File: config.mk
export PLATFORM = sky130hd
export DESIGN_NAME = rgb_to_hsl_pixel_unit
export DESIGN_NICKNAME = d
export VERILOG_FILES = /design/src/hsl_pkg.sv /design/src/rgb_to_hsl_pixel_unit.sv /design/src/hsl_front.sv /design/src/hsl_div.sv
export SDC_FILE = /design/constraint.sdc
export NUM_CORES = 2
export LEC_CHECK = 0
export ABC_AREA = 1
export ABC_CLOCK_PERIOD_IN_PS = 6100
export BUFFER_PORTS_ARGS = -buffer_cell sky130_fd_sc_hd__buf_2
export CAP_MARGIN = 10
export CORE_MARGIN = 2
export CORE_UTILIZATION = 62
export DETAILED_ROUTE_END_ITERATION = 8
export GPL_ROUTABILITY_DRIVEN = 0
export MAX_ROUTING_LAYER = met4
export PLACE_DENSITY_LB_ADDON = 0.25
export SYNTH_ARGS = -nofsm -noshare
export SYNTH_HDL_FRONTEND = slang
export SYNTH_SLANG_ARGS = --single-unit
File: constraint.sdc
create_clock -name clk -period 6.1 [get_ports clk]
set_input_delay 0 -clock clk [delete_from_list [all_inputs] [get_ports clk]]
set_output_delay 0 -clock clk [all_outputs]
set_load 0.02 [all_outputs]
File: src/hsl_pkg.sv
`default_nettype none

package hsl_pkg;

    localparam int CH_W       = 8;
    localparam int OUT_W      = 16;
    localparam int DIV_Q_W    = 17;
    localparam int DIV_N_W    = CH_W + DIV_Q_W;
    localparam int DIV_STAGES = DIV_Q_W;
    localparam int SUM_W      = CH_W + 1;
    localparam int T_W        = 26;

    // hue scale: one sixth of a turn in degrees*128, and the full turn
    localparam int HUE_SIXTH  = 7680;
    localparam int HUE_THIRD  = 15360;
    localparam int HUE_2THIRD = 30720;
    localparam int HUE_TURN   = 46080;
    localparam int HALF_SUM   = 255;
    localparam int FULL_SUM   = 510;

    typedef struct packed {
        logic [CH_W-1:0] red;
        logic [CH_W-1:0] green;
        logic [CH_W-1:0] blue;
    } pixel_in_t;

    typedef struct packed {
        logic [OUT_W-1:0] hue;
        logic [OUT_W-1:0] saturation;
        logic [OUT_W-1:0] lightness;
        logic             is_grey;
    } hsl_out_t;

    typedef enum logic [1:0] {
        MAX_RED,
        MAX_GREEN,
        MAX_BLUE
    } max_sel_t;

    // what the front end hands to the two dividers and the sideband line
    typedef struct packed {
        logic               vld;
        logic               grey;
        logic [OUT_W-1:0]   light;
        logic [DIV_N_W-1:0] hue_num;
        logic [CH_W-1:0]    hue_den;
        logic [DIV_N_W-1:0] sat_num;
        logic [CH_W-1:0]    sat_den;
    } front_t;

endpackage

`default_nettype wire

File: src/rgb_to_hsl_pixel_unit.sv
`default_nettype none

// throughput: one pixel per cycle, busy is never raised
// the two 17-stage bit-per-stage dividers set the depth (2 front stages,
// 17 divider stages, 1 rounding/output stage)
// reset clears all valid bits; the receiver cannot stall, done pulses once per pixel
module rgb_to_hsl_pixel_unit (
    input  wire logic               clk,
    input  wire logic               rst_n,
    input  wire logic               start,
    input  wire hsl_pkg::pixel_in_t pixel,
    output logic                    busy,
    output logic                    done,
    output hsl_pkg::hsl_out_t       result
);
    import hsl_pkg::*;

    localparam int LATENCY = DIV_STAGES + 3;

    front_t               front;
    logic [DIV_Q_W-1:0]   hue_q, sat_q;

    hsl_front u_front (
        .clk   (clk),
        .rst_n (rst_n),
        .start (start),
        .pixel (pixel),
        .front (front)
    );

    hsl_div u_hue_div (
        .clk      (clk),
        .dividend (front.hue_num),
        .divisor  (front.hue_den),
        .quotient (hue_q)
    );

    hsl_div u_sat_div (
        .clk      (clk),
        .dividend (front.sat_num),
        .divisor  (front.sat_den),
        .quotient (sat_q)
    );

    // sideband line alongside the dividers
    logic             sb_vld_reg   [DIV_STAGES];
    logic             sb_grey_reg  [DIV_STAGES];
    logic [OUT_W-1:0] sb_light_reg [DIV_STAGES];

    always_ff @(posedge clk or negedge rst_n)
    begin
        if (!rst_n)
        begin
            for (int i = 0; i < DIV_STAGES; i++)
                sb_vld_reg[i] <= 1'b0;
        end
        else
        begin
            sb_vld_reg[0] <= front.vld;
            for (int i = 1; i < DIV_STAGES; i++)
                sb_vld_reg[i] <= sb_vld_reg[i-1];
        end
    end

    always_ff @(posedge clk)
    begin
        sb_grey_reg[0]  <= front.grey;
        sb_light_reg[0] <= front.light;
        for (int i = 1; i < DIV_STAGES; i++)
        begin
            sb_grey_reg[i]  <= sb_grey_reg[i-1];
            sb_light_reg[i] <= sb_light_reg[i-1];
        end
    end

    // round to nearest: quotients carry one extra fraction bit
    logic               done_reg, done_next;
    hsl_out_t           result_reg, result_next;
    logic [DIV_Q_W-1:0] hue_p1, sat_p1;
    logic               grey_last;

    always_comb
    begin
        grey_last = sb_grey_reg[DIV_STAGES-1];
        hue_p1    = hue_q + DIV_Q_W'(1);
        sat_p1    = sat_q + DIV_Q_W'(1);

        done_next              = sb_vld_reg[DIV_STAGES-1];
        result_next.hue        = grey_last ? '0 : hue_p1[DIV_Q_W-1:1];
        result_next.saturation = grey_last ? '0 : sat_p1[DIV_Q_W-1:1];
        result_next.lightness  = sb_light_reg[DIV_STAGES-1];
        result_next.is_grey    = grey_last;
    end

    always_ff @(posedge clk or negedge rst_n)
    begin
        if (!rst_n)
        begin
            done_reg <= 1'b0;
        end
        else
        begin
            done_reg <= done_next;
        end
    end

    always_ff @(posedge clk)
    begin
        result_reg <= result_next;
    end

    assign busy   = 1'b0;
    assign done   = done_reg;
    assign result = result_reg;

    a_done_follows_start: assert property (@(posedge clk) disable iff (!rst_n)
        done |-> $past(start, LATENCY))
        else $error("done without a matching start");

    a_grey_zero: assert property (@(posedge clk) disable iff (!rst_n)
        done && result.is_grey |-> result.hue == '0 && result.saturation == '0)
        else $error("grey pixel with nonzero hue or saturation");

    a_hue_range: assert property (@(posedge clk) disable iff (!rst_n)
        done |-> result.hue <= OUT_W'(HUE_TURN))
        else $error("hue beyond one turn");

endmodule

`default_nettype wire

File: src/hsl_front.sv
`default_nettype none

module hsl_front (
    input  wire logic              clk,
    input  wire logic              rst_n,
    input  wire logic              start,
    input  wire hsl_pkg::pixel_in_t pixel,
    output hsl_pkg::front_t        front
);
    import hsl_pkg::*;

    // stage a: extremes and the max channel
    logic                   a_vld_reg, a_vld_next;
    logic [SUM_W-1:0]       a_sum_reg, a_sum_next;
    logic [CH_W-1:0]        a_d_reg, a_d_next;
    logic signed [SUM_W-1:0] a_n_reg, a_n_next;
    max_sel_t               a_sel_reg, a_sel_next;

    logic [CH_W-1:0] mx, mn;

    always_comb
    begin
        mx = pixel.red;
        mn = pixel.red;
        if (pixel.green > mx) mx = pixel.green;
        if (pixel.blue > mx)  mx = pixel.blue;
        if (pixel.green < mn) mn = pixel.green;
        if (pixel.blue < mn)  mn = pixel.blue;

        a_vld_next = start;
        a_sum_next = SUM_W'(mx) + SUM_W'(mn);
        a_d_next   = mx - mn;
        if (pixel.red == mx)
        begin
            a_sel_next = MAX_RED;
            a_n_next   = signed'({1'b0, pixel.green}) - signed'({1'b0, pixel.blue});
        end
        else if (pixel.green == mx)
        begin
            a_sel_next = MAX_GREEN;
            a_n_next   = signed'({1'b0, pixel.blue}) - signed'({1'b0, pixel.red});
        end
        else
        begin
            a_sel_next = MAX_BLUE;
            a_n_next   = signed'({1'b0, pixel.red}) - signed'({1'b0, pixel.green});
        end
    end

    always_ff @(posedge clk or negedge rst_n)
    begin
        if (!rst_n)
        begin
            a_vld_reg <= 1'b0;
        end
        else
        begin
            a_vld_reg <= a_vld_next;
        end
    end

    always_ff @(posedge clk)
    begin
        a_sum_reg <= a_sum_next;
        a_d_reg   <= a_d_next;
        a_n_reg   <= a_n_next;
        a_sel_reg <= a_sel_next;
    end

    // stage b: divider operands and lightness
    front_t front_reg, front_next;

    logic signed [T_W-1:0] n_ext, d_ext, t_raw, t_wrap, t_off;
    logic [SUM_W+CH_W-1:0] light_full;

    always_comb
    begin
        n_ext = T_W'(a_n_reg);
        d_ext = signed'(T_W'(a_d_reg));
        case (a_sel_reg)
            MAX_RED:   t_off = '0;
            MAX_GREEN: t_off = T_W'(HUE_THIRD) * d_ext;
            MAX_BLUE:  t_off = T_W'(HUE_2THIRD) * d_ext;
            default:   t_off = '0;
        endcase
        t_raw = T_W'(HUE_SIXTH) * n_ext + t_off;
        // negative angle wraps by one turn
        if (t_raw < 0)
            t_wrap = t_raw + T_W'(HUE_TURN) * d_ext;
        else
            t_wrap = t_raw;

        light_full = (SUM_W+CH_W)'(a_sum_reg) * (SUM_W+CH_W)'(257) + (SUM_W+CH_W)'(1);

        front_next.vld     = a_vld_reg;
        front_next.grey    = (a_d_reg == '0);
        front_next.light   = light_full[OUT_W:1];
        front_next.hue_num = {t_wrap[DIV_N_W-2:0], 1'b0};
        front_next.hue_den = a_d_reg;
        // 2*d*65535 = (d << 17) - (d << 1)
        front_next.sat_num = {a_d_reg, {DIV_Q_W{1'b0}}} - DIV_N_W'({a_d_reg, 1'b0});
        if (a_sum_reg < SUM_W'(HALF_SUM))
            front_next.sat_den = a_sum_reg[CH_W-1:0];
        else
            front_next.sat_den = CH_W'(SUM_W'(FULL_SUM) - a_sum_reg);
    end

    always_ff @(posedge clk or negedge rst_n)
    begin
        if (!rst_n)
        begin
            front_reg <= '0;
        end
        else
        begin
            front_reg <= front_next;
        end
    end

    assign front = front_reg;

endmodule

`default_nettype wire

File: src/hsl_div.sv
`default_nettype none

module hsl_div (
    input  wire logic                          clk,
    input  wire logic [hsl_pkg::DIV_N_W-1:0]   dividend,
    input  wire logic [hsl_pkg::CH_W-1:0]      divisor,
    output logic      [hsl_pkg::DIV_Q_W-1:0]   quotient
);
    import hsl_pkg::*;

    // restoring division, one quotient bit per stage; the accumulator holds
    // the partial remainder on top and shifts quotient bits in at the bottom
    logic [DIV_N_W-1:0] acc_reg [DIV_STAGES];
    logic [CH_W-1:0]    dvs_reg [DIV_STAGES];

    genvar k;
    generate
        for (k = 0; k < DIV_STAGES; k++)
        begin : g_step
            logic [DIV_N_W-1:0] acc_in, acc_next;
            logic [CH_W-1:0]    dvs_in;
            logic [CH_W:0]      trial, diff;
            logic               take;

            if (k == 0)
            begin : g_first
                assign acc_in = dividend;
                assign dvs_in = divisor;
            end
            else
            begin : g_rest
                assign acc_in = acc_reg[k-1];
                assign dvs_in = dvs_reg[k-1];
            end

            always_comb
            begin
                trial    = acc_in[DIV_N_W-1:DIV_Q_W-1];
                diff     = trial - {1'b0, dvs_in};
                take     = (trial >= {1'b0, dvs_in});
                acc_next = {take ? diff[CH_W-1:0] : trial[CH_W-1:0],
                            acc_in[DIV_Q_W-2:0], take};
            end

            always_ff @(posedge clk)
            begin
                acc_reg[k] <= acc_next;
                dvs_reg[k] <= dvs_in;
            end
        end
    endgenerate

    assign quotient = acc_reg[DIV_STAGES-1][DIV_Q_W-1:0];

endmodule

`default_nettype wire

After elaboration in Yosys (flattened, before gate mapping)

Memory sizes are Yosys's and may differ from the RTL's. A register that Yosys moved wholly into a read port is not among the register bits.
Cells that the tools add are included.

Reduce and logical (&&, ||, !) cells: 1
Order comparisons: 40
Multiplexer cells: 44
$mul: 5
Equality and inequality tests: 4
Add/sub/neg operators: 46

Operators with widths:

| kind                                                                          | count |
|---|---|
| 8-bit 2-to-1 mux                                                              | 39 |
| 9-bit by 8-bit >= comparator with 1-bit output                                | 34 |
| 8-bit subtractor                                                              | 35 |
| 26-bit one-hot mux with 2 select lines                                        | 1 |
| 17-bit by 1-bit adder with 17-bit output, second input constant               | 3 |
| 8-bit by 8-bit subtractor with 9-bit output                                   | 3 |
| 23-bit by 26-bit adder with 26-bit output                                     | 1 |
| 26-bit by 1-bit less-than comparator with 1-bit output, second input constant | 1 |
| 25-bit by 9-bit subtractor with 25-bit output                                 | 1 |
| 24-bit adder                                                                  | 1 |
| 4-bit by 8-bit multiplier with 12-bit output, first input constant            | 2 |
| 24-bit 2-to-1 mux                                                             | 1 |
| 9-bit 2-to-1 mux                                                              | 2 |
| 9-bit by 9-bit multiplier with 17-bit output, second input constant           | 1 |
| 8-bit == test                                                                 | 2 |
| 8-bit > comparator                                                            | 2 |
| 8-bit less-than comparator                                                    | 2 |
| 5-bit by 9-bit multiplier with 14-bit output, first input constant            | 1 |
| 6-bit by 8-bit multiplier with 14-bit output, first input constant            | 1 |
| 8-bit by 8-bit adder with 9-bit output                                        | 1 |
| 9-bit by 8-bit less-than comparator with 1-bit output, second input constant  | 1 |
| 8-bit logical NOT                                                             | 1 |
| 8-bit subtractor, first input constant                                        | 1 |
| 2-bit by 1-bit == test with 1-bit output, second input constant               | 1 |
| other kinds (2)                                                               | 2 |

Flip-flop bits (word level): 163
Output and inout bits: 51
Bits in writable memories: 1411
Memories: 6
Input port bits: 27

Memories:

| name              | depth | width | rd ports | clocked after memory_dff | write ports | line                        | text |
|---|---|---|---|---|---|---|---|
| u_hue_div.acc_reg | 17    | 25    | 17       | 0                        | 17          | hsl_div.sv:13               | `logic [DIV_N_W-1:0] acc_reg [DIV_STAGES];` |
| u_sat_div.acc_reg | 17    | 25    | 17       | 0                        | 17          | hsl_div.sv:13               |  |
| sb_light_reg      | 17    | 16    | 17       | 1                        | 17          | rgb_to_hsl_pixel_unit.sv:48 | `logic [OUT_W-1:0] sb_light_reg [DIV_STAGES];` |
| u_hue_div.dvs_reg | 17    | 8     | 16       | 0                        | 17          | hsl_div.sv:14               | `logic [CH_W-1:0] dvs_reg [DIV_STAGES];` |
| u_sat_div.dvs_reg | 17    | 8     | 16       | 0                        | 17          | hsl_div.sv:14               |  |
| sb_grey_reg       | 17    | 1     | 17       | 0                        | 17          | rgb_to_hsl_pixel_unit.sv:47 | `logic sb_grey_reg [DIV_STAGES];` |

Depth between registers and ports, before layout

Word-level depth: 7
Depth in mapped cells: 35
Gate-level depth less buffers: 33

Hierarchy

Synthesis repeated with hierarchy kept, for this count alone.

Cells, all modules: 6619
Area, all modules: 59538.4 µm²

By module, submodules not included:

| module                | cells an instance | area an instance (µm²) | seq. area each (µm²) | instances |
|---|---|---|---|---|
| hsl_div (u_hue_div)   | 2339              | 20454.6                | 10910.5              | 1 |
| hsl_div (u_sat_div)   | 2339              | 20304.5                | 10910.5              | 1 |
| hsl_front             | 1367              | 10575.1                | 2317.2               | 1 |
| rgb_to_hsl_pixel_unit | 574               | 8204.1                 | 7216.9               | 1 |

Worst setup path before layout

Ideal clock, no wire load.

Path kind: register -> register
From: reg u_front.a_d_reg[1]
To: reg u_front.front_reg, in the netlist u_front.front[65]
Cell stages (with the launch flop): 31
Path slack: 0.940 ns
Data arrival time: 5.097 ns
Path buffers: 0
Required time: 6.038 ns
Period minus slack after synthesis: 5.160 ns
Cells stage by stage: dfxtp_1 -> inv_1 -> fa_1 -> fa_1 -> inv_1 -> ha_1 -> a21oi_1 -> nand2_1 -> a21oi_1 -> o21ai_0 -> xnor2_1 -> inv_1 -> nand2_1 -> a21oi_1 -> ha_1 -> nand2_1 -> nor2_1 -> a211oi_1 -> o21ai_0 -> a21boi_0 -> o21ai_0 -> xor2_1 -> inv_1 -> ha_1 -> inv_1 -> nor3_1 -> a21oi_1 -> or2_2 -> nand3_1 -> nand2_1 -> inv_1

RTL lines:

| what                   | line             | text |
|---|---|---|
| from (decl)            | hsl_front.sv:15  | `logic [CH_W-1:0] a_d_reg, a_d_next;` |
| from (signal assigned) | hsl_front.sv:65  | `a_d_reg <= a_d_next;` |
| to (signal assigned)   | hsl_front.sv:116 | `front_reg <= front_next;` |
| to (decl)              | hsl_front.sv:71  | `front_t front_reg, front_next;` |

==> impl_metrics.toml <==
[run_status]
status = "complete, no violations"

[final_layout]
largest_reg_flops = 382
diodes = 0
finalNonFillerCells = 6299
area_growth_pct = 12.8
drive_above_1_share_pct = 6.76
nets = 5688
nFillCells = 5501
seq_area_mm2 = 0.0281
multiInputGateArea_mm2 = 0.0187

[timing]
fin_crit_sh_pct = 92.7
fin_skew_ns = 0.0280
worst_pin_slew_ns = 0.925
final_hold_viol_count = 0
slew_viol_final = 0
finalSetupViolations = 0
setup-tns-final_ns = 0
fin_crit_ns = 5.66
grt_setup_unrepaired = "false"
setup_slack_ns = 0.444
slew_headroom_pct = 38.3
max_freq_mhz = 177

[critical_path]
reg2regPathDepth = 30
cp.required_ns = 6.72
worstSetupEndpoint = "u_front.front[64]"
cpMaxStageDelayCell = "fa_1"
r2r_slack_ns = 0.44
cp_data_arrival_time_ns = 6.27
crit_path_start_kind = "register"
cpPeakStageDelay_ns = 0.51
reg2reg_to = "u_front.front[64]"
path_max_fanout = 8
crit_path_end_kind = "register"
crit_start = "u_front.a_d_reg[2]"
critPathKind = "reg2reg"
worstReg2RegStart = "u_front.a_d_reg[2]"

[clock_tree]
h-tree-depth = 4
cts-root-buf = "clkbuf_16"
clk_pin_slew_worst_paths_ns = 0.06
cts_buffer_depth = 3
clock-sinks = 1379
cts_tree = "yes"
clock_latency_ns = 0.71
cts_buffers = 131

[logic_synthesis]
yosysSeqAreaShare_pct = 56.4
syn-cell-area_mm2 = 0.0498
muxShareOfSynthArea_pct = 0
synth-compound-area-share_pct = 7.78
yosys_warnings = 0
synth_top_family_by_area = "adder cells"
synth-adder-area-share_pct = 13.9
synthXorXnorAreaFrac_pct = 4.77
yosysTopAreaCell = "dfxtp_1"
synth_edf_count = 0
ys_types = 54
ys_seq_elements = 1379
syn_avg_cell_area_um2 = 10.1
synthFlopType = "dfxtp_1"
yosysTopAreaCellShare_pct = 51.9
synth_cells = 4945
synth.area.top_cells = "dfxtp_1 (52%), ha_1 (11%), inv_1 (5.5%)"
synthSimpleGateAreaFrac_pct = 11.0
synth_async_sr_flop_share_pct = 6.45

[drt]
vias_per_cell = 5.06
ant_nets = 0
vias = 31900
drtPass1Iterations = 8
drcViolationCount = 0
routedWlPerCell_um = 13.7
drt-initial-drc-count = 1434
wirelength_mm = 86.1

[placement]
dp_hpwl_mm = 59.6
dp_cells = 6024
detailedPlace.worstSlack_ns = 0.290
portBuffers = 76

[grt]
grt_max_degree = 70
grt-ovfl-total = 0
grt_pass1_wl_mm = 144
grt_pass1_vias = 32200
grt_use_total_pct = 21.8
antenna_found_initial = 2

[die]
die_h_um = 287
core_area_mm2 = 0.0793
start_util_pct = 62.8
ios = 78
rows = 103
die_x_um = 287
die_area_mm2 = 0.0826

[flow_run]
maxCapViolations = 0

[worst_hold_path]
hp-class = "in2reg"
cell usage in the layout (no fill, tap or decap), drive strengths merged, types with 9 or more instances in the layout:
cell / n
dfxtp: 1290
inv: 742
nand2: 627
ha: 433
a21oi: 374
nor2: 373
o21ai: 228
clkbuf: 188
xor2: 178
nand3: 127
xnor2: 93
dfrtp: 89
buf: 84
fa: 75
nor3: 69
nand4: 58
dlygate4sd3: 43
o21bai: 26
a21o: 23
clkinv: 21
a211oi: 18
a31oi: 13
or2: 12
o41ai: 12
bufinv: 9
repair_timing:
action                                  4_1_cts  5_1_grt
buffers inserted                              0        3
hold buffers                                 43        0
resized for setup                             0       16
endpoints found under the setup margin        0        5
endpoints found under the hold margin       110        0
how the worst min path moves through the flow:
stage                        start                    to  slack, ns  depth (start not counted)
after detailed placement     rst_n     u_front.a_vld_reg      -0.11                          1
final                     pixel[2]  u_front.a_sum_reg[2]       0.05                          5
after CTS                 pixel[2]  u_front.a_sum_reg[2]      0.006                          5
after floorplan              rst_n                  done      -0.30                          0
after global routing      pixel[2]  u_front.a_sum_reg[2]       0.06                          5
after global placement       rst_n     u_front.a_vld_reg      -0.12                          1
worst max-delay path, delay by kind of cell (launching register included):
family / cells / cell delay, ns
adders and majority gates: 5 / 2.01
AOI/OAI and AO/OA: 8 / 1.23
and+or+nand+nor: 11 / 1.20
DFF: 1 / 0.42
buffers and inverters: 4 / 0.37
xor gates and xnor gates: 2 / 0.35
metrics by stage:
step	hold slack [ns]	cell area (um^2)	utilization [%]
2_1_floorplan	-0.296	49800	-
3_5_place_dp	-0.107	51200	64.6
5_1_grt	0.0558	56200	70.9
6_report	0.0500	56200	70.9
4_1_cts	0.00637	56100	70.8
3_3_place_gp	-0.115	51200	64.6
per-layer routing:
| layer | track usage [%] | routed length [um] |
|---|---|---|
| met5 | - | 0 |
| met1 | 22.3 | 33900 |
| met4 | 8.36 | 2810 |
| met2 | 41.0 | 46000 |
| met3 | 3.90 | 3400 |
synth_stat cells (54+ instances only):
cell        n
inv_1     733
nand3_1   121
dfrtp_1    89
nand4_1    54
fa_1       75
dfxtp_1  1290
xor2_1    178
ha_1      433
a21oi_1   373
o21ai_0   217
nor3_1     69
xnor2_1    93
nor2_1    365
nand2_1   608
kinds of logic (layout without fill, tap and decap cells):
group,after synthesis,count (layout)
other cells,1,2
flops,1379,1379
xor+xnor,271,271
fa+ha+maj,508,508
simple gates,1282,1282
buf+inv,790,1093
compound gates,714,714
layout make-up:
class | instances | area share, %
clock inverters | 41 | 0.965
inverters | 737 | 4.94
well taps | 1050 | 2.34
flip-flops and latches | 1379 | 50.0
repair buffers | 127 | 1.56
clock buffers | 188 | 6.96
multi-input cells | 2777 | 33.3
Power is left out: the tool's default activity adds up to more than one toggle a clock period on the data nets, which glitch-free logic cannot reach.
